### config.mk
export PLATFORM = sky130hd
export DESIGN_NAME = move_command_line_parser
export DESIGN_NICKNAME = d
export VERILOG_FILES = /design/src/design/mclp_pkg.sv /design/src/design/mclp_parser.sv /design/src/design/mclp_drive.sv /design/src/design/move_command_line_parser.sv
export SDC_FILE = /design/constraint.sdc
export NUM_CORES = 1
export LEC_CHECK = 0
export BUFFER_PORTS_ARGS = -buffer_cell sky130_fd_sc_hd__clkbuf_2
export CORE_MARGIN = 5
export CORE_UTILIZATION = 65
export CTS_CLUSTER_SIZE = 14
export DETAILED_ROUTE_END_ITERATION = 12
export PLACE_DENSITY = 0.83
export SYNTH_ARGS = -nofsm -noshare
export SYNTH_HDL_FRONTEND = slang
export SYNTH_SLANG_ARGS = --single-unit
### constraint.sdc
create_clock -name clk_i -period 21.4 [get_ports clk_i]
set_clock_uncertainty 0.05 [all_clocks]
set_input_delay 4.28 -clock clk_i [delete_from_list [all_inputs] [get_ports clk_i]]
set_output_delay 4.28 -clock clk_i [all_outputs]
set_load 0.01 [all_outputs]
### src/design/mclp_pkg.sv
package mclp_pkg;

  localparam int unsigned TURN_DRIVE_W = 30;
  localparam int unsigned MOVE_DRIVE_W = 25;

  typedef struct packed {
    logic               ok;
    logic               too_long;
    logic signed [15:0] turn;
    logic signed [15:0] move;
  } mclp_res_t;

endpackage

### src/design/mclp_parser.sv
module mclp_parser
  import mclp_pkg::*;
#(
  parameter int unsigned LINE_MAX = 64
) (
  input  logic       clk_i,
  input  logic       rst_ni,
  input  logic       byte_valid_i,
  input  logic [7:0] byte_i,
  output logic       byte_taken_o,
  output logic       res_valid_o,
  input  logic       res_ready_i,
  output mclp_res_t  res_o
);

  localparam int unsigned LenW = $clog2(LINE_MAX + 1);
  localparam logic [LenW-1:0] LenMax = LenW'(LINE_MAX);

  localparam logic [3:0] PhPrefix = 4'd0;
  localparam logic [3:0] PhWs1    = 4'd1;
  localparam logic [3:0] PhSign1  = 4'd2;
  localparam logic [3:0] PhDig1   = 4'd3;
  localparam logic [3:0] PhWs2    = 4'd4;
  localparam logic [3:0] PhSign2  = 4'd5;
  localparam logic [3:0] PhDig2   = 4'd6;
  localparam logic [3:0] PhDone   = 4'd7;
  localparam logic [3:0] PhFail   = 4'd8;

  localparam logic [7:0] CharNul   = 8'h00;
  localparam logic [7:0] CharNl    = 8'h0a;
  localparam logic [7:0] CharSpace = 8'h20;
  localparam logic [7:0] CharPlus  = 8'h2b;
  localparam logic [7:0] CharMinus = 8'h2d;
  localparam logic [7:0] CharZero  = 8'h30;
  localparam logic [7:0] CharNine  = 8'h39;

  typedef struct packed {
    logic [3:0]  phase;
    logic        neg;
    logic [16:0] second;
  } sec_t;

  function automatic logic [7:0] keyword_char(input logic [2:0] idx);
    logic [7:0] ch;
    unique case (idx)
      3'd0:    ch = 8'h6d;
      3'd1:    ch = 8'h6f;
      3'd2:    ch = 8'h76;
      3'd3:    ch = 8'h65;
      default: ch = CharSpace;
    endcase
    return ch;
  endfunction

  function automatic logic [16:0] add_digit(input logic [16:0] mag, input logic [7:0] ch);
    logic [20:0] m;
    m = ({4'd0, mag} << 3) + ({4'd0, mag} << 1) + {17'd0, ch[3:0]};
    return (m > 21'd32768) ? 17'd32768 : m[16:0];
  endfunction

  function automatic logic [15:0] signed_sat(input logic [16:0] mag, input logic neg);
    logic [16:0] m;
    logic [16:0] v;
    if (neg) begin
      m = (mag > 17'd32768) ? 17'd32768 : mag;
      v = -m;
    end else begin
      m = (mag > 17'd32767) ? 17'd32767 : mag;
      v = m;
    end
    return v[15:0];
  endfunction

  function automatic logic is_space(input logic [7:0] ch);
    return (ch == CharSpace) || (ch >= 8'h09 && ch <= 8'h0d);
  endfunction

  function automatic logic is_digit(input logic [7:0] ch);
    return (ch >= CharZero) && (ch <= CharNine);
  endfunction

  function automatic sec_t before_second(input logic [7:0] ch, input logic neg,
                                         input logic [16:0] second);
    sec_t s;
    s.phase  = PhFail;
    s.neg    = neg;
    s.second = second;
    if (is_space(ch)) begin
      s.phase = PhWs2;
    end else if (ch == CharPlus || ch == CharMinus) begin
      s.neg   = (ch == CharMinus);
      s.phase = PhSign2;
    end else if (is_digit(ch)) begin
      s.neg    = 1'b0;
      s.second = add_digit(17'd0, ch);
      s.phase  = PhDig2;
    end
    return s;
  endfunction

  logic [3:0]      phase_q, phase_d;
  logic [2:0]      prefix_idx_q, prefix_idx_d;
  logic            neg_q, neg_d;
  logic [16:0]     first_q, first_d;
  logic [16:0]     second_q, second_d;
  logic [LenW-1:0] len_q, len_d;
  logic            overflow_q, overflow_d;
  logic            text_ended_q, text_ended_d;

  logic            res_valid_q;
  mclp_res_t       res_q, res_d;
  logic            s2_ready;
  logic            is_nl;
  logic            consume;
  logic            line_ok;
  logic [15:0]     first_sat;
  sec_t            sec;

  assign s2_ready     = !res_valid_q || res_ready_i;
  assign is_nl        = (byte_i == CharNl);
  assign consume      = byte_valid_i && (!is_nl || s2_ready);
  assign byte_taken_o = consume;
  assign res_valid_o  = res_valid_q;
  assign res_o        = res_q;

  assign line_ok   = !overflow_q && (phase_q == PhDig2 || phase_q == PhDone);
  assign first_sat = signed_sat(first_q, neg_q);
  assign sec       = before_second(byte_i, (phase_q == PhDig1) ? 1'b0 : neg_q, second_q);

  always_comb begin
    res_d.ok       = line_ok;
    res_d.too_long = overflow_q;
    res_d.turn     = line_ok ? first_q[15:0] : 16'sd0;
    res_d.move     = line_ok ? signed_sat(second_q, neg_q) : 16'sd0;
  end

  always_comb begin
    phase_d      = phase_q;
    prefix_idx_d = prefix_idx_q;
    neg_d        = neg_q;
    first_d      = first_q;
    second_d     = second_q;
    len_d        = len_q;
    overflow_d   = overflow_q;
    text_ended_d = text_ended_q;
    if (consume) begin
      if (is_nl) begin
        phase_d      = PhPrefix;
        prefix_idx_d = 3'd0;
        neg_d        = 1'b0;
        first_d      = 17'd0;
        second_d     = 17'd0;
        len_d        = '0;
        overflow_d   = 1'b0;
        text_ended_d = 1'b0;
      end else begin
        if (len_q < LenMax) begin
          len_d = len_q + LenW'(1);
        end
        overflow_d = overflow_q || (len_d == LenMax);
        if (byte_i == CharNul) begin
          text_ended_d = 1'b1;
        end else if (!text_ended_q) begin
          unique case (phase_q)
            PhPrefix: begin
              if (prefix_idx_q < 3'd5 && byte_i == keyword_char(prefix_idx_q)) begin
                prefix_idx_d = prefix_idx_q + 3'd1;
                if (prefix_idx_q == 3'd4) begin
                  phase_d = PhWs1;
                end
              end else begin
                phase_d = PhFail;
              end
            end
            PhWs1: begin
              if (is_space(byte_i)) begin
                phase_d = PhWs1;
              end else if (byte_i == CharPlus || byte_i == CharMinus) begin
                neg_d   = (byte_i == CharMinus);
                phase_d = PhSign1;
              end else if (is_digit(byte_i)) begin
                neg_d   = 1'b0;
                first_d = add_digit(17'd0, byte_i);
                phase_d = PhDig1;
              end else begin
                phase_d = PhFail;
              end
            end
            PhSign1, PhDig1: begin
              if (is_digit(byte_i)) begin
                first_d = add_digit(first_q, byte_i);
                phase_d = PhDig1;
              end else if (phase_q == PhDig1) begin
                first_d  = {first_sat[15], first_sat};
                phase_d  = sec.phase;
                neg_d    = sec.neg;
                second_d = sec.second;
              end else begin
                phase_d = PhFail;
              end
            end
            PhWs2: begin
              phase_d  = sec.phase;
              neg_d    = sec.neg;
              second_d = sec.second;
            end
            PhSign2, PhDig2: begin
              if (is_digit(byte_i)) begin
                second_d = add_digit(second_q, byte_i);
                phase_d  = PhDig2;
              end else begin
                phase_d = (phase_q == PhDig2) ? PhDone : PhFail;
              end
            end
            default: begin
              phase_d = phase_q;
            end
          endcase
        end
      end
    end
  end

  always_ff @(posedge clk_i or negedge rst_ni) begin
    if (!rst_ni) begin
      phase_q      <= PhPrefix;
      prefix_idx_q <= 3'd0;
      neg_q        <= 1'b0;
      first_q      <= 17'd0;
      second_q     <= 17'd0;
      len_q        <= '0;
      overflow_q   <= 1'b0;
      text_ended_q <= 1'b0;
      res_valid_q  <= 1'b0;
    end else begin
      phase_q      <= phase_d;
      prefix_idx_q <= prefix_idx_d;
      neg_q        <= neg_d;
      first_q      <= first_d;
      second_q     <= second_d;
      len_q        <= len_d;
      overflow_q   <= overflow_d;
      text_ended_q <= text_ended_d;
      if (s2_ready) begin
        res_valid_q <= consume && is_nl;
      end
    end
  end

  always_ff @(posedge clk_i) begin
    if (consume && is_nl) begin
      res_q <= res_d;
    end
  end

endmodule

### src/design/mclp_drive.sv
module mclp_drive
  import mclp_pkg::*;
(
  input  logic                           clk_i,
  input  logic                           rst_ni,
  input  logic                           res_valid_i,
  output logic                           res_ready_o,
  input  mclp_res_t                      res_i,
  output logic                           out_valid_o,
  input  logic                           out_stall_i,
  output logic                           line_ok_o,
  output logic                           line_too_long_o,
  output logic signed [15:0]             turn_value_o,
  output logic signed [15:0]             move_value_o,
  output logic signed [MOVE_DRIVE_W-1:0] move_drive_o,
  output logic signed [TURN_DRIVE_W-1:0] turn_drive_o
);

  // round(mag * 9830.4) = mag * 9830 + round(mag * 0.4)
  // round(mag * 458.752) = mag * 458 + round(mag * 0.752)
  localparam int unsigned TurnInt   = 9830;
  localparam int unsigned TurnFracK = 419431;
  localparam int unsigned TurnHalf  = 524288;
  localparam int unsigned MoveInt   = 458;
  localparam int unsigned MoveFracK = 12616467;
  localparam int unsigned MoveHalf  = 8388608;

  logic        s3_valid_q;
  mclp_res_t   s3_res_q;
  logic [28:0] tbase_q, tbase_d;
  logic [14:0] tfrac_q, tfrac_d;
  logic [23:0] mbase_q, mbase_d;
  logic [15:0] mfrac_q, mfrac_d;

  logic        out_valid_q;
  logic        out_ready;
  logic        s3_ready;

  logic [15:0] tmag, mmag;
  logic [34:0] tprod;
  logic [39:0] mprod;
  logic [28:0] tsum;
  logic [23:0] msum;

  logic                           ok_q, too_long_q;
  logic signed [15:0]             turn_q, move_q;
  logic signed [MOVE_DRIVE_W-1:0] md_q, md_d;
  logic signed [TURN_DRIVE_W-1:0] td_q, td_d;

  assign out_ready   = !out_valid_q || !out_stall_i;
  assign s3_ready    = !s3_valid_q || out_ready;
  assign res_ready_o = s3_ready;

  assign tmag = res_i.turn[15] ? (~res_i.turn + 16'd1) : res_i.turn;
  assign mmag = res_i.move[15] ? (~res_i.move + 16'd1) : res_i.move;

  assign tprod   = 35'(tmag) * 35'(TurnFracK) + 35'(TurnHalf);
  assign mprod   = 40'(mmag) * 40'(MoveFracK) + 40'(MoveHalf);
  assign tbase_d = 29'(tmag) * 29'(TurnInt);
  assign mbase_d = 24'(mmag) * 24'(MoveInt);
  assign tfrac_d = tprod[34:20];
  assign mfrac_d = mprod[39:24];

  // drives carry the opposite sign of the values
  assign tsum = tbase_q + 29'(tfrac_q);
  assign msum = mbase_q + 24'(mfrac_q);
  assign td_d = s3_res_q.turn[15] ? {1'b0, tsum} : -{1'b0, tsum};
  assign md_d = s3_res_q.move[15] ? {1'b0, msum} : -{1'b0, msum};

  always_ff @(posedge clk_i or negedge rst_ni) begin
    if (!rst_ni) begin
      s3_valid_q  <= 1'b0;
      out_valid_q <= 1'b0;
    end else begin
      if (s3_ready) begin
        s3_valid_q <= res_valid_i;
      end
      if (out_ready) begin
        out_valid_q <= s3_valid_q;
      end
    end
  end

  always_ff @(posedge clk_i) begin
    if (res_valid_i && s3_ready) begin
      s3_res_q <= res_i;
      tbase_q  <= tbase_d;
      tfrac_q  <= tfrac_d;
      mbase_q  <= mbase_d;
      mfrac_q  <= mfrac_d;
    end
    if (s3_valid_q && out_ready) begin
      ok_q       <= s3_res_q.ok;
      too_long_q <= s3_res_q.too_long;
      turn_q     <= s3_res_q.turn;
      move_q     <= s3_res_q.move;
      td_q       <= td_d;
      md_q       <= md_d;
    end
  end

  assign out_valid_o     = out_valid_q;
  assign line_ok_o       = ok_q;
  assign line_too_long_o = too_long_q;
  assign turn_value_o    = turn_q;
  assign move_value_o    = move_q;
  assign move_drive_o    = md_q;
  assign turn_drive_o    = td_q;

endmodule

### src/design/move_command_line_parser.sv
// Parses "move <turn> <move>" command lines from a byte stream, one byte per cycle
// while in_stall_o is low. Every newline gives one result: the ok and too-long flags,
// both integers saturated to 16-bit signed, and the drive values -move*0.007 and
// -turn*0.15 in signed Q.16, rounded to nearest with ties away from zero. Lines of
// LINE_MAX or more bytes before the newline are rejected, and a NUL byte ends the
// parsed text. in_stall_o is raised only while a newline waits for the parse result
// register. A result passes the input register, parse result register, multiplier
// register and output register, and results stay in order under any stall pattern.
module move_command_line_parser
  import mclp_pkg::*;
#(
  parameter int unsigned LINE_MAX = 64
) (
  input  logic                           clk_i,
  input  logic                           rst_ni,
  input  logic                           in_valid_i,
  output logic                           in_stall_o,
  input  logic [7:0]                     rx_byte_i,
  output logic                           out_valid_o,
  input  logic                           out_stall_i,
  output logic                           line_ok_o,
  output logic                           line_too_long_o,
  output logic signed [15:0]             turn_value_o,
  output logic signed [15:0]             move_value_o,
  output logic signed [MOVE_DRIVE_W-1:0] move_drive_o,
  output logic signed [TURN_DRIVE_W-1:0] turn_drive_o
);

  logic       s1_valid_q;
  logic [7:0] s1_byte_q;
  logic       s1_ready;
  logic       byte_taken;
  logic       res_valid;
  logic       res_ready;
  mclp_res_t  res;

  assign s1_ready   = !s1_valid_q || byte_taken;
  assign in_stall_o = !s1_ready;

  always_ff @(posedge clk_i or negedge rst_ni) begin
    if (!rst_ni) begin
      s1_valid_q <= 1'b0;
    end else if (s1_ready) begin
      s1_valid_q <= in_valid_i;
    end
  end

  always_ff @(posedge clk_i) begin
    if (in_valid_i && s1_ready) begin
      s1_byte_q <= rx_byte_i;
    end
  end

  mclp_parser #(
    .LINE_MAX(LINE_MAX)
  ) u_parser (
    .clk_i       (clk_i),
    .rst_ni      (rst_ni),
    .byte_valid_i(s1_valid_q),
    .byte_i      (s1_byte_q),
    .byte_taken_o(byte_taken),
    .res_valid_o (res_valid),
    .res_ready_i (res_ready),
    .res_o       (res)
  );

  mclp_drive u_drive (
    .clk_i          (clk_i),
    .rst_ni         (rst_ni),
    .res_valid_i    (res_valid),
    .res_ready_o    (res_ready),
    .res_i          (res),
    .out_valid_o    (out_valid_o),
    .out_stall_i    (out_stall_i),
    .line_ok_o      (line_ok_o),
    .line_too_long_o(line_too_long_o),
    .turn_value_o   (turn_value_o),
    .move_value_o   (move_value_o),
    .move_drive_o   (move_drive_o),
    .turn_drive_o   (turn_drive_o)
  );

endmodule

==> run metrics <==
status=completed; clock root buffer=clkbuf_16; register area share after synthesis=0.274; Worst-path clk slew=0.06 ns; drt total wl=74.0 mm; Leakage=0.0169 uW; die footprint=53,500 um2; RD Place Congestion=0.958; # Post-CTS Setup Buffers=0; #FFs+latches synth=300; VDD IR max=0.0634 mV; count of pins over their slew limit=0; Synth top cells by count=ha_1 (510), inv_1 (475), edfxtp_1 (245), fa_1 (244), a21oi_1 (174); drt first-iter violations=1,831; Setup TNS Final=0 ns; final setup vio count=0; FF-to-FF path depth=27; # diodes=0; io pins=103; Mean Syn Cell Area=10.1 um2; Max-Cap Viols=0; CTS tree=yes; Post-CTS Hold Buffers=0; Slowest-stage cell, CP=nand4_1; top cells by area, synth=edfxtp_1 (23%), ha_1 (20%), fa_1 (15%); Cell Rows=81; Congestion Overflow GR=0; CP endpoint kind=primary output; Crit path max-delay family=simple AND/OR/NAND/NOR gates; most common cell in the netlist=ha_1; Hold Crit Class=flop to flop; RSZ-0062 raised after global routing=false; total core area=48,600 um2; die width=231 um; Vias=23,500; CP peak stage delay=0.17 ns; CP Max Fanout=4; Critical Path RT=17.07 ns; buffer and inverter count on the worst path=3; Critical Path Start Type=primary input; Synth top area share=0.231; GR Util All Layers=0.277; dpl hpwl=59.4 mm; Die H=231 um; layout cell share with drive strength beyond 1=0.0722; Slew headroom=0.309; yosys warns=0; Final Instance Area=34,200 um2; Sink Count=300; Clock Tree Buf Depth=3; antenna violations before repair=1; period utilization=0.438; post-CTS sizing=0; Tmin final=9.38 ns; hold_ws=0.368 ns; Least-Margin Pin Slew=1.03 ns; # fillers=3,585; area delta synth->final=7.39%; PwrDens=42.6 nW/um2; largest net degree at the start of global routing=84; worst setup path class=primary input to primary output; Placed Area=33,100 um2; IO Port Bufs=102; Initial Util=0.654; Hold Path Stages=0; Critical Path Stages=6; Synthesized Nets=3,903; routed length per instance=19.1 um; largest area contributor in the netlist=edfxtp_1; Mapped Cells=3,137; asr flop ratio synth=0.183; crit path cell chain=clkbuf_2, nand4_1, nor2_1, nand2_1, inv_1, clkbuf_2; drt pass-1 iters=6; Num CTS Buffers=34; highest clock rate=0.107 GHz; top_reg_cell synth=edfxtp_1; first-pass GRT wire length=122 mm; Vias/cell=6.07; DRT antenna net count=0; H-tree depth=2; vias in the first global route=24,300; Post-Syn Area=31,800 um2; Fin. Hold Viols=0; Crit path arrival time=5.05 ns; CP dominant cell by count=clkbuf_2; worst skew pair latency=0.55 ns; Yosys cell types=94; Residual DRC=0; number of synthesized flops with an enable pin=245; # nets final=3,998
## cell usage in the layout, fill, tap and decap left out, drive strengths merged, types with 14 or more instances in the layout
| cell type | n |
|---|---|
| and3 | 24 |
| nand3 | 55 |
| nand2 | 140 |
| nand4 | 25 |
| o31ai | 29 |
| clkinv | 14 |
| a21oi | 178 |
| fa | 244 |
| dfrtp | 55 |
| inv | 478 |
| o21bai | 18 |
| nor2b | 31 |
| a31oi | 44 |
| xor2 | 73 |
| or2 | 20 |
| ha | 510 |
| a211oi | 18 |
| edfxtp | 245 |
| a21o | 47 |
| mux2i | 15 |
| o21ai | 129 |
| nand2b | 23 |
| xnor2 | 151 |
| nor2 | 167 |
| o21a | 25 |
| clkbuf | 142 |
| nor4 | 20 |
| nor3 | 66 |
| buf | 20 |
| and2 | 30 |
| or3 | 19 |
| nand3b | 15 |
## area by class of cell
cell class	instances	area, um2	area share
inverters	475	1780	0.0522
multi-input cells	2299	21100	0.618
clock buffers	40	930	0.0272
flip-flops and latches	300	8730	0.256
clock inverters	20	186	0.00546
well taps	622	778	0.0228
repair buffers	122	661	0.0193
## power breakdown
part           internal (uW)  switching [uW]
Combinational           78.5             116
Sequential               637            34.3
Clock                    349             241
Total                   1060             392
## registers in the layout, summed over array words and instances (netlist names), 3 cells and up
| register | cells |
|---|---|
| u_drive.mfrac_q | 16 |
| u_parser.first_q | 17 |
| u_drive.move_value_o | 16 |
| u_parser.prefix_idx_q | 3 |
| u_parser.second_q | 17 |
| s1_byte_q | 8 |
| u_drive.turn_drive_o | 30 |
| u_drive.move_drive_o | 25 |
| u_drive.s3_res_q | 34 |
| u_parser.res_o | 34 |
| u_drive.turn_value_o | 16 |
| u_drive.tbase_q | 27 |
| u_parser.len_q | 7 |
| u_drive.mbase_q | 22 |
| u_parser.phase_q | 4 |
| u_drive.tfrac_q | 15 |
## worst paths after layout
| path | slack (ns) | start | end |
|---|---|---|---|
| worst max-delay path | 12.02 | out_stall_i | in_stall_o |
| worst max register to register | 12.31 | u_parser.res_o[16] | u_drive.tfrac_q[14] |
| min in group asynchronous | 3.83 | rst_ni | u_parser.second_q[10] |
| worst min register to register | 0.37 | u_drive.s3_res_q[28] | u_drive.turn_value_o[12] |
| max in group asynchronous | 16.97 | rst_ni | u_parser.first_q[10] |
| worst min-delay path | 0.37 | u_drive.s3_res_q[28] | u_drive.turn_value_o[12] |
## stage by stage
| stage | util | instances | power (uW) | worst slack [ns] |
|---|---|---|---|---|
| final | 0.702 | 3878 | 1460 | 12.02 |
| after global routing | 0.702 | 3878 | 1520 | 11.69 |
| after CTS | 0.702 | 3878 | 1470 | 12.02 |
| after detailed placement | 0.680 | 3818 | 874 | 12.04 |
| after global placement | 0.680 | 3818 | 865 | 12.05 |
| after floorplan | - | 3137 | 821 | 9.97 |
## metal layers
layer | GRT usage | vias up | wire length (um)
li1 | - | 11200 | -
met1 | 0.359 | 11500 | 31100
met2 | 0.479 | 702 | 35900
met3 | 0.0440 | 163 | 4580
met4 | 0.0934 | 0 | 2380
met5 | 0 | - | 0
## logic make-up after synthesis
group / count (synthesis) / share of synthesized area
buffers and inverters: 538 / 0.0638
DFF: 300 / 0.274
xor gates and xnor gates: 224 / 0.0619
and+or+nand+nor: 668 / 0.107
adders and majority gates: 754 / 0.354
AOI/OAI and AO/OA: 636 / 0.134
muxes: 17 / 0.00543
(Power assumes the default switching activity.)
